**src/hw/rtl/ssd_pkg.sv**
```systemverilog
// ----------------------------------------------------------------------------
// ssd_pkg
// shared types and constants for the session sequence duplicate filter
// ----------------------------------------------------------------------------
package ssd_pkg;

    // default ring depth and entry width
    localparam int WindowDepthDefault = 16;
    localparam int SessW              = 8;
    localparam int SeqW               = 8;
    localparam int PairW              = SessW + SeqW;

    // result codes
    typedef enum logic [1:0] {
        DEC_ACCEPT    = 2'd0,
        DEC_DUPLICATE = 2'd1,
        DEC_MISMATCH  = 2'd2
    } t_decision;

    // controller states
    typedef enum logic [1:0] {
        S_IDLE,
        S_SCAN,
        S_DONE
    } t_state;

endpackage

```
**src/hw/rtl/ssd_ram.sv**
```systemverilog
// ----------------------------------------------------------------------------
// ssd_ram
// ring storage of seen pairs, one write and one registered read per cycle
// ----------------------------------------------------------------------------
module ssd_ram #(
    parameter int DEPTH  = ssd_pkg::WindowDepthDefault,
    parameter int ADDR_W = (DEPTH > 1) ? $clog2(DEPTH) : 1,
    parameter int DATA_W = ssd_pkg::PairW
) (
    input  logic              i_clk,
    input  logic              i_wr_en,
    input  logic [ADDR_W-1:0] i_wr_addr,
    input  logic [DATA_W-1:0] i_wr_data,
    input  logic [ADDR_W-1:0] i_rd_addr,
    output logic [DATA_W-1:0] o_rd_data
);

    logic [DATA_W-1:0] r_mem [DEPTH];
    logic [DATA_W-1:0] r_rd_data;

    always_ff @(posedge i_clk) begin
        if (i_wr_en) begin
            r_mem[i_wr_addr] <= i_wr_data;
        end
    end

    always_ff @(posedge i_clk) begin
        r_rd_data <= r_mem[i_rd_addr];
    end

    assign o_rd_data = r_rd_data;

endmodule

```
**src/hw/rtl/session_sequence_dedup.sv**
```systemverilog
// ----------------------------------------------------------------------------
// session_sequence_dedup
// sliding window duplicate filter for received frame headers
// ----------------------------------------------------------------------------
// Each input transaction carries one frame header and yields exactly one
// output transaction with the decision (accept, duplicate or session
// mismatch). The last WINDOW_DEPTH (session, sequence) pairs sit in a
// single-port-read ring memory with a registered read; a header is
// checked by walking the filled part of the ring one entry per cycle. The walk
// ends early when a duplicate is found, and a session mismatch skips it. One
// header is processed at a time; a new header is taken as soon as the previous
// decision is in the output register, even if the downstream side has not yet
// taken it. No clearing pass is needed after reset: ring entries at or beyond
// the fill count are never compared.
// ----------------------------------------------------------------------------
module session_sequence_dedup #(
    parameter int WINDOW_DEPTH = ssd_pkg::WindowDepthDefault
) (
    input  logic        i_clk,
    input  logic        i_rst_n,
    // header input
    input  logic        i_s_tvalid,
    output logic        o_s_tready,
    input  logic [15:0] i_s_tdata,   // [7:0] session_number, [15:8] sequence_number
    input  logic        i_s_tuser,   // [0] is_start
    // decision output
    output logic        o_m_tvalid,
    input  logic        i_m_tready,
    output logic [7:0]  o_m_tdata    // [1:0] decision, [7:2] zero
);

    localparam int PtrW = (WINDOW_DEPTH > 1) ? $clog2(WINDOW_DEPTH) : 1;
    localparam int CntW = $clog2(WINDOW_DEPTH + 1);
    localparam logic [CntW-1:0] FillMax = CntW'(WINDOW_DEPTH);
    localparam logic [PtrW-1:0] PtrLast = PtrW'(WINDOW_DEPTH - 1);

    // session tracking and ring bookkeeping
    ssd_pkg::t_state            r_state, n_state;
    logic                       r_known, n_known;
    logic [ssd_pkg::SessW-1:0]  r_active, n_active;
    logic [PtrW-1:0]            r_ptr, n_ptr;
    logic [CntW-1:0]            r_fill, n_fill;

    // current header and walk position
    logic [ssd_pkg::PairW-1:0]  r_pair, n_pair;
    logic [CntW-1:0]            r_idx, n_idx;
    logic                       r_chk, n_chk;     // read data valid this cycle
    ssd_pkg::t_decision         r_dec, n_dec;

    // output register
    logic                       r_out_valid, n_out_valid;
    ssd_pkg::t_decision         r_out_dec, n_out_dec;

    // ring memory port
    logic                       wr_en;
    logic [PtrW-1:0]            rd_addr;
    logic [ssd_pkg::PairW-1:0]  rd_data;

    logic [ssd_pkg::SessW-1:0]  in_sess;
    logic [ssd_pkg::SeqW-1:0]   in_seq;
    logic                       in_fire;
    logic                       out_free;

    assign in_sess  = i_s_tdata[ssd_pkg::SessW-1:0];
    assign in_seq   = i_s_tdata[ssd_pkg::PairW-1:ssd_pkg::SessW];
    assign in_fire  = i_s_tvalid && o_s_tready;
    assign out_free = !r_out_valid || i_m_tready;

    assign o_s_tready = (r_state == ssd_pkg::S_IDLE);
    assign o_m_tvalid = r_out_valid;
    assign o_m_tdata  = {6'b0, r_out_dec};
    assign rd_addr    = r_idx[PtrW-1:0];

    ssd_ram #(
        .DEPTH  (WINDOW_DEPTH),
        .ADDR_W (PtrW),
        .DATA_W (ssd_pkg::PairW)
    ) u_ram (
        .i_clk     (i_clk),
        .i_wr_en   (wr_en),
        .i_wr_addr (r_ptr),
        .i_wr_data (r_pair),
        .i_rd_addr (rd_addr),
        .o_rd_data (rd_data)
    );

    always_ff @(posedge i_clk) begin
        if (!i_rst_n) begin
            r_state     <= ssd_pkg::S_IDLE;
            r_known     <= 1'b0;
            r_active    <= '0;
            r_ptr       <= '0;
            r_fill      <= '0;
            r_chk       <= 1'b0;
            r_out_valid <= 1'b0;
        end else begin
            r_state     <= n_state;
            r_known     <= n_known;
            r_active    <= n_active;
            r_ptr       <= n_ptr;
            r_fill      <= n_fill;
            r_chk       <= n_chk;
            r_out_valid <= n_out_valid;
        end
    end

    // payload registers
    always_ff @(posedge i_clk) begin
        r_pair    <= n_pair;
        r_idx     <= n_idx;
        r_dec     <= n_dec;
        r_out_dec <= n_out_dec;
    end

    always_comb begin
        n_state     = r_state;
        n_known     = r_known;
        n_active    = r_active;
        n_ptr       = r_ptr;
        n_fill      = r_fill;
        n_pair      = r_pair;
        n_idx       = r_idx;
        n_chk       = 1'b0;
        n_dec       = r_dec;
        n_out_valid = r_out_valid && !i_m_tready;
        n_out_dec   = r_out_dec;
        wr_en       = 1'b0;

        unique case (r_state)
            ssd_pkg::S_IDLE: begin
                if (in_fire) begin
                    n_pair = {in_sess, in_seq};
                    n_idx  = '0;
                    n_state = ssd_pkg::S_SCAN;
                    if (i_s_tuser) begin
                        // a start of a new session empties the window
                        if (!r_known || in_sess != r_active) begin
                            n_ptr  = '0;
                            n_fill = '0;
                        end
                        n_active = in_sess;
                        n_known  = 1'b1;
                    end else if (!r_known) begin
                        n_active = in_sess;
                        n_known  = 1'b1;
                    end else if (in_sess != r_active) begin
                        // foreign session, nothing recorded
                        n_dec   = ssd_pkg::DEC_MISMATCH;
                        n_state = ssd_pkg::S_DONE;
                    end
                end
            end

            ssd_pkg::S_SCAN: begin
                if (r_chk && rd_data == r_pair) begin
                    n_dec   = ssd_pkg::DEC_DUPLICATE;
                    n_state = ssd_pkg::S_DONE;
                end else if (r_idx < r_fill) begin
                    n_idx = r_idx + 1'b1;
                    n_chk = 1'b1;
                end else begin
                    // walk finished without a hit: record the pair
                    wr_en  = 1'b1;
                    n_ptr  = (r_ptr == PtrLast) ? '0 : r_ptr + 1'b1;
                    n_fill = (r_fill == FillMax) ? r_fill : r_fill + 1'b1;
                    n_dec  = ssd_pkg::DEC_ACCEPT;
                    n_state = ssd_pkg::S_DONE;
                end
            end

            ssd_pkg::S_DONE: begin
                if (out_free) begin
                    n_out_valid = 1'b1;
                    n_out_dec   = r_dec;
                    n_state     = ssd_pkg::S_IDLE;
                end
            end

            default: begin
                n_state = ssd_pkg::S_IDLE;
            end
        endcase
    end

`ifndef SYNTHESIS
    // fill count never exceeds the ring depth
    a_fill_bound: assert property (@(posedge i_clk) disable iff (!i_rst_n)
        r_fill <= FillMax)
        else $error("fill count beyond ring depth");

    // until the ring wraps, the write pointer tracks the fill count
    a_ptr_fill: assert property (@(posedge i_clk) disable iff (!i_rst_n)
        (r_fill < FillMax) |-> (CntW'(r_ptr) == r_fill))
        else $error("write pointer out of step with fill count");

    // the walk index never runs beyond the fill count
    a_walk_bound: assert property (@(posedge i_clk) disable iff (!i_rst_n)
        (r_state == ssd_pkg::S_SCAN) |-> (r_idx <= r_fill))
        else $error("ring walk beyond fill count");

    // an accept always grows the window or keeps it full
    a_accept_write: assert property (@(posedge i_clk) disable iff (!i_rst_n)
        wr_en |=> (r_fill == FillMax) || (r_fill == $past(r_fill) + 1'b1))
        else $error("recorded pair not counted");
`endif

endmodule

```
**config.mk**
```make
export PLATFORM = sky130hd
export DESIGN_NAME = session_sequence_dedup
export DESIGN_NICKNAME = d
export VERILOG_FILES = /design/src/hw/rtl/ssd_pkg.sv /design/src/hw/rtl/ssd_ram.sv /design/src/hw/rtl/session_sequence_dedup.sv
export SDC_FILE = /design/constraint.sdc
export NUM_CORES = 1
export LEC_CHECK = 0
export BUFFER_PORTS_ARGS = -buffer_cell sky130_fd_sc_hd__buf_4
export CAP_MARGIN = 20
export CELL_PAD_IN_SITES_DETAIL_PLACEMENT = 0
export CELL_PAD_IN_SITES_GLOBAL_PLACEMENT = 2
export CORE_MARGIN = 2
export CORE_UTILIZATION = 46
export CTS_CLUSTER_DIAMETER = 200
export DETAILED_ROUTE_END_ITERATION = 6
export PLACE_DENSITY = 0.76
export REMOVE_ABC_BUFFERS = 1
export SYNTH_ARGS = -nofsm -noshare
export SYNTH_HDL_FRONTEND = slang
export SYNTH_SLANG_ARGS = --single-unit
```
**constraint.sdc**
```tcl
create_clock -name i_clk -period 6.7 [get_ports i_clk]
set_input_delay 0.67 -clock i_clk [delete_from_list [all_inputs] [get_ports i_clk]]
set_output_delay 0.67 -clock i_clk [all_outputs]
set_load 0.02 [all_outputs]
```
==> impl_metrics.ini <==
[synth]
synth_area_leaders = edfxtp_1 (68%), mux4_2 (14%), dfxtp_1 (6.1%)
syn_area_per_cell_um2 = 20.1
synth_top_area_share_pct = 67.9
synth.distinct_cells = 47
syn_inst = 619
yosysTopAreaCell = edfxtp_1
ys_async_sr_fraction_pct = 0
synth_area_um2 = 12400
ys_seq_area_share_pct = 74.0
yosys_warnings = 0
ys.flop_type = edfxtp_1
ys_seq_elements = 319
synth_edf_count = 281

[cells_and_area]
area_growth_pct = 12.4
fill_cells = 2102
layout_commonest_cell = edfxtp_1
fin_nets = 694
final_cell_area_um2 = 14000
drive_gt1_share_pct = 25.5
fin_util_pct = 52.3
layout_common_cells = edfxtp_1 (281), mux4_2 (77), dfxtp_1 (38), buf_4 (36), clkbuf_16 (31)

[global_route]
grt_max_degree = 68
antenna_found_initial = 1
overflow = 0
grtUsageTotal_pct = 19.3
grt_pass1_vias = 6097
grt_pass1_wl_um = 39800

[clock_network]
cts_tree = built
post_cts_buffers = 0
clock_latency_ns = 0.57
ctsRootBufferMaster = clkbuf_16
post_cts_resized = 0
numCtsBuffers = 31
cts_sinks = 319
clockBufferDepth = 3
htree_levels = 1
cts_hold_buf = 0
clk_pin_slew_ns = 0.06

[timing]
worst_pin_slew_ns = 0.973
finalCritPeriodShare_pct = 51.1
tns_ns = 0
rsz0062_at_grt = no
max_freq_mhz = 292
hold_viol = 0
timing.hold.ws_ns = 0.269
slew_headroom_pct = 35.1
final-setup-viol-count = 0
min_period_ns = 3.42
finClkSkew_ns = 0.0280
drv_slew = 0

[die]
num_rows = 60
boundaryPins = 31
die_y_um = 168
coreArea_um2 = 26700
start_util_pct = 46.5
die_area_um2 = 28300
die_w_um = 168

[worst_setup_path]
required_ns = 6.90
path_max_fanout = 67
crit_slowest_cell = and3_1
crit_chain = buf_4 > ha_1 > a21o_1 > a21o_1 > a211o_1 > o211a_2 > and3_1
end_kind = register
critical_path_class = register to register
crit_arrival_ns = 3.62
path_buf_inv = 1
crit_family = compound AO/OA/AOI/OAI gates
crit_top_cell = a21o_1
critPathMaxStageDelay_ns = 0.82
cp-start-kind = register

[hold_path]
hold_class = input port to register

[power_and_ir_drop]
power.density_nw_per_um2 = 317
total_power_w = 0.00443
ir_drop_mv = 0.170
p_leak_nw = 4.55

[routing]
vias = 5841
dr.pass1.iters = 5
drc = 0
viasPerCell = 5.68
routed_wl_um = 26500
first_iter_violations = 459
route.antenna.remaining_nets = 0
avgRoutedWirePerCell_um = 25.8

[placement]
placed_area_um2 = 12900
io_buffers = 24
gp_congestion = 0.789
dp_hpwl_um = 17000

[flow_run]
maxCapViolCount = 0

[status]
status = finished, final reports clean
==> layer usage <==
metal	track usage, %	wire, µm	vias up
li1	-	-	2594
met1	25.8	11100	3046
met2	32.6	13300	159
met3	3.62	1360	42
met4	6.07	846	0
met5	0	0	-
==> power by group <==
part           internal, W  total, W  switching, W
logic             0.000180  0.000401      0.000221
registers          0.00223   0.00229     0.0000532
clock network      0.00100   0.00174      0.000737
total              0.00341   0.00443       0.00101
==> stage by stage <==
stage	cells	setup WS, ns
after global placement	970	3.32
after global routing	1028	2.98
after detailed placement	970	3.13
after floorplan	593	2.59
after CTS	1028	3.16
final	1029	3.28
==> state kept, by name (all words and copies together), names as in the netlist <==
signal / cells
r_known: 1
u_ram.o_rd_data: 16
r_dec: 2
r_active: 8
u_ram.r_mem: 256
r_state: 2
r_chk: 1
r_ptr: 4
r_fill: 5
r_idx: 5
o_m_tvalid: 1
r_out_dec: 2
r_pair: 16
==> path summary, 6_finish.rpt <==
path         slack [ns]                 to          start  cells after the start
max                3.28  u_ram.r_mem[0][5]       r_idx[1]                      7
min                0.27          r_pair[4]  i_s_tdata[12]                      1
max reg2reg        3.28  u_ram.r_mem[0][5]       r_idx[1]                      7
min reg2reg        0.43       r_out_dec[1]       r_dec[1]                      0
==> synthesized netlist by cell type (all sizes together) (11+ instances only) <==
cell type / n
and3: 17
ha: 11
edfxtp: 281
nand2: 17
xor2: 25
nor2: 17
dfxtp: 38
mux4: 80
buf: 20
a21oi: 14
clkbuf: 11
inv: 12
nand3: 18
==> logic make-up after synthesis <==
family          share of synthesized area [%]
flops                                    74.0
simple gates                             4.18
mux                                      14.6
buf+inv                                  2.02
compound gates                           2.13
xor+xnor                                 1.90
fa+ha+maj                                1.11
other cells                            0.0302
==> cell type report <==
type	count	area (µm²)	area share [%]
Antenna cell	1	2.50	0.0179
Clock buffer	37	828	5.93
Clock inverter	21	203	1.45
Inverter	12	45.0	0.322
Multi-Input combinational cell	262	2990	21.4
Sequential cell	319	9200	65.9
Tap cell	341	427	3.05
Timing Repair Buffer	36	270	1.93
Note: power is estimated with default switching activity, not from simulation.
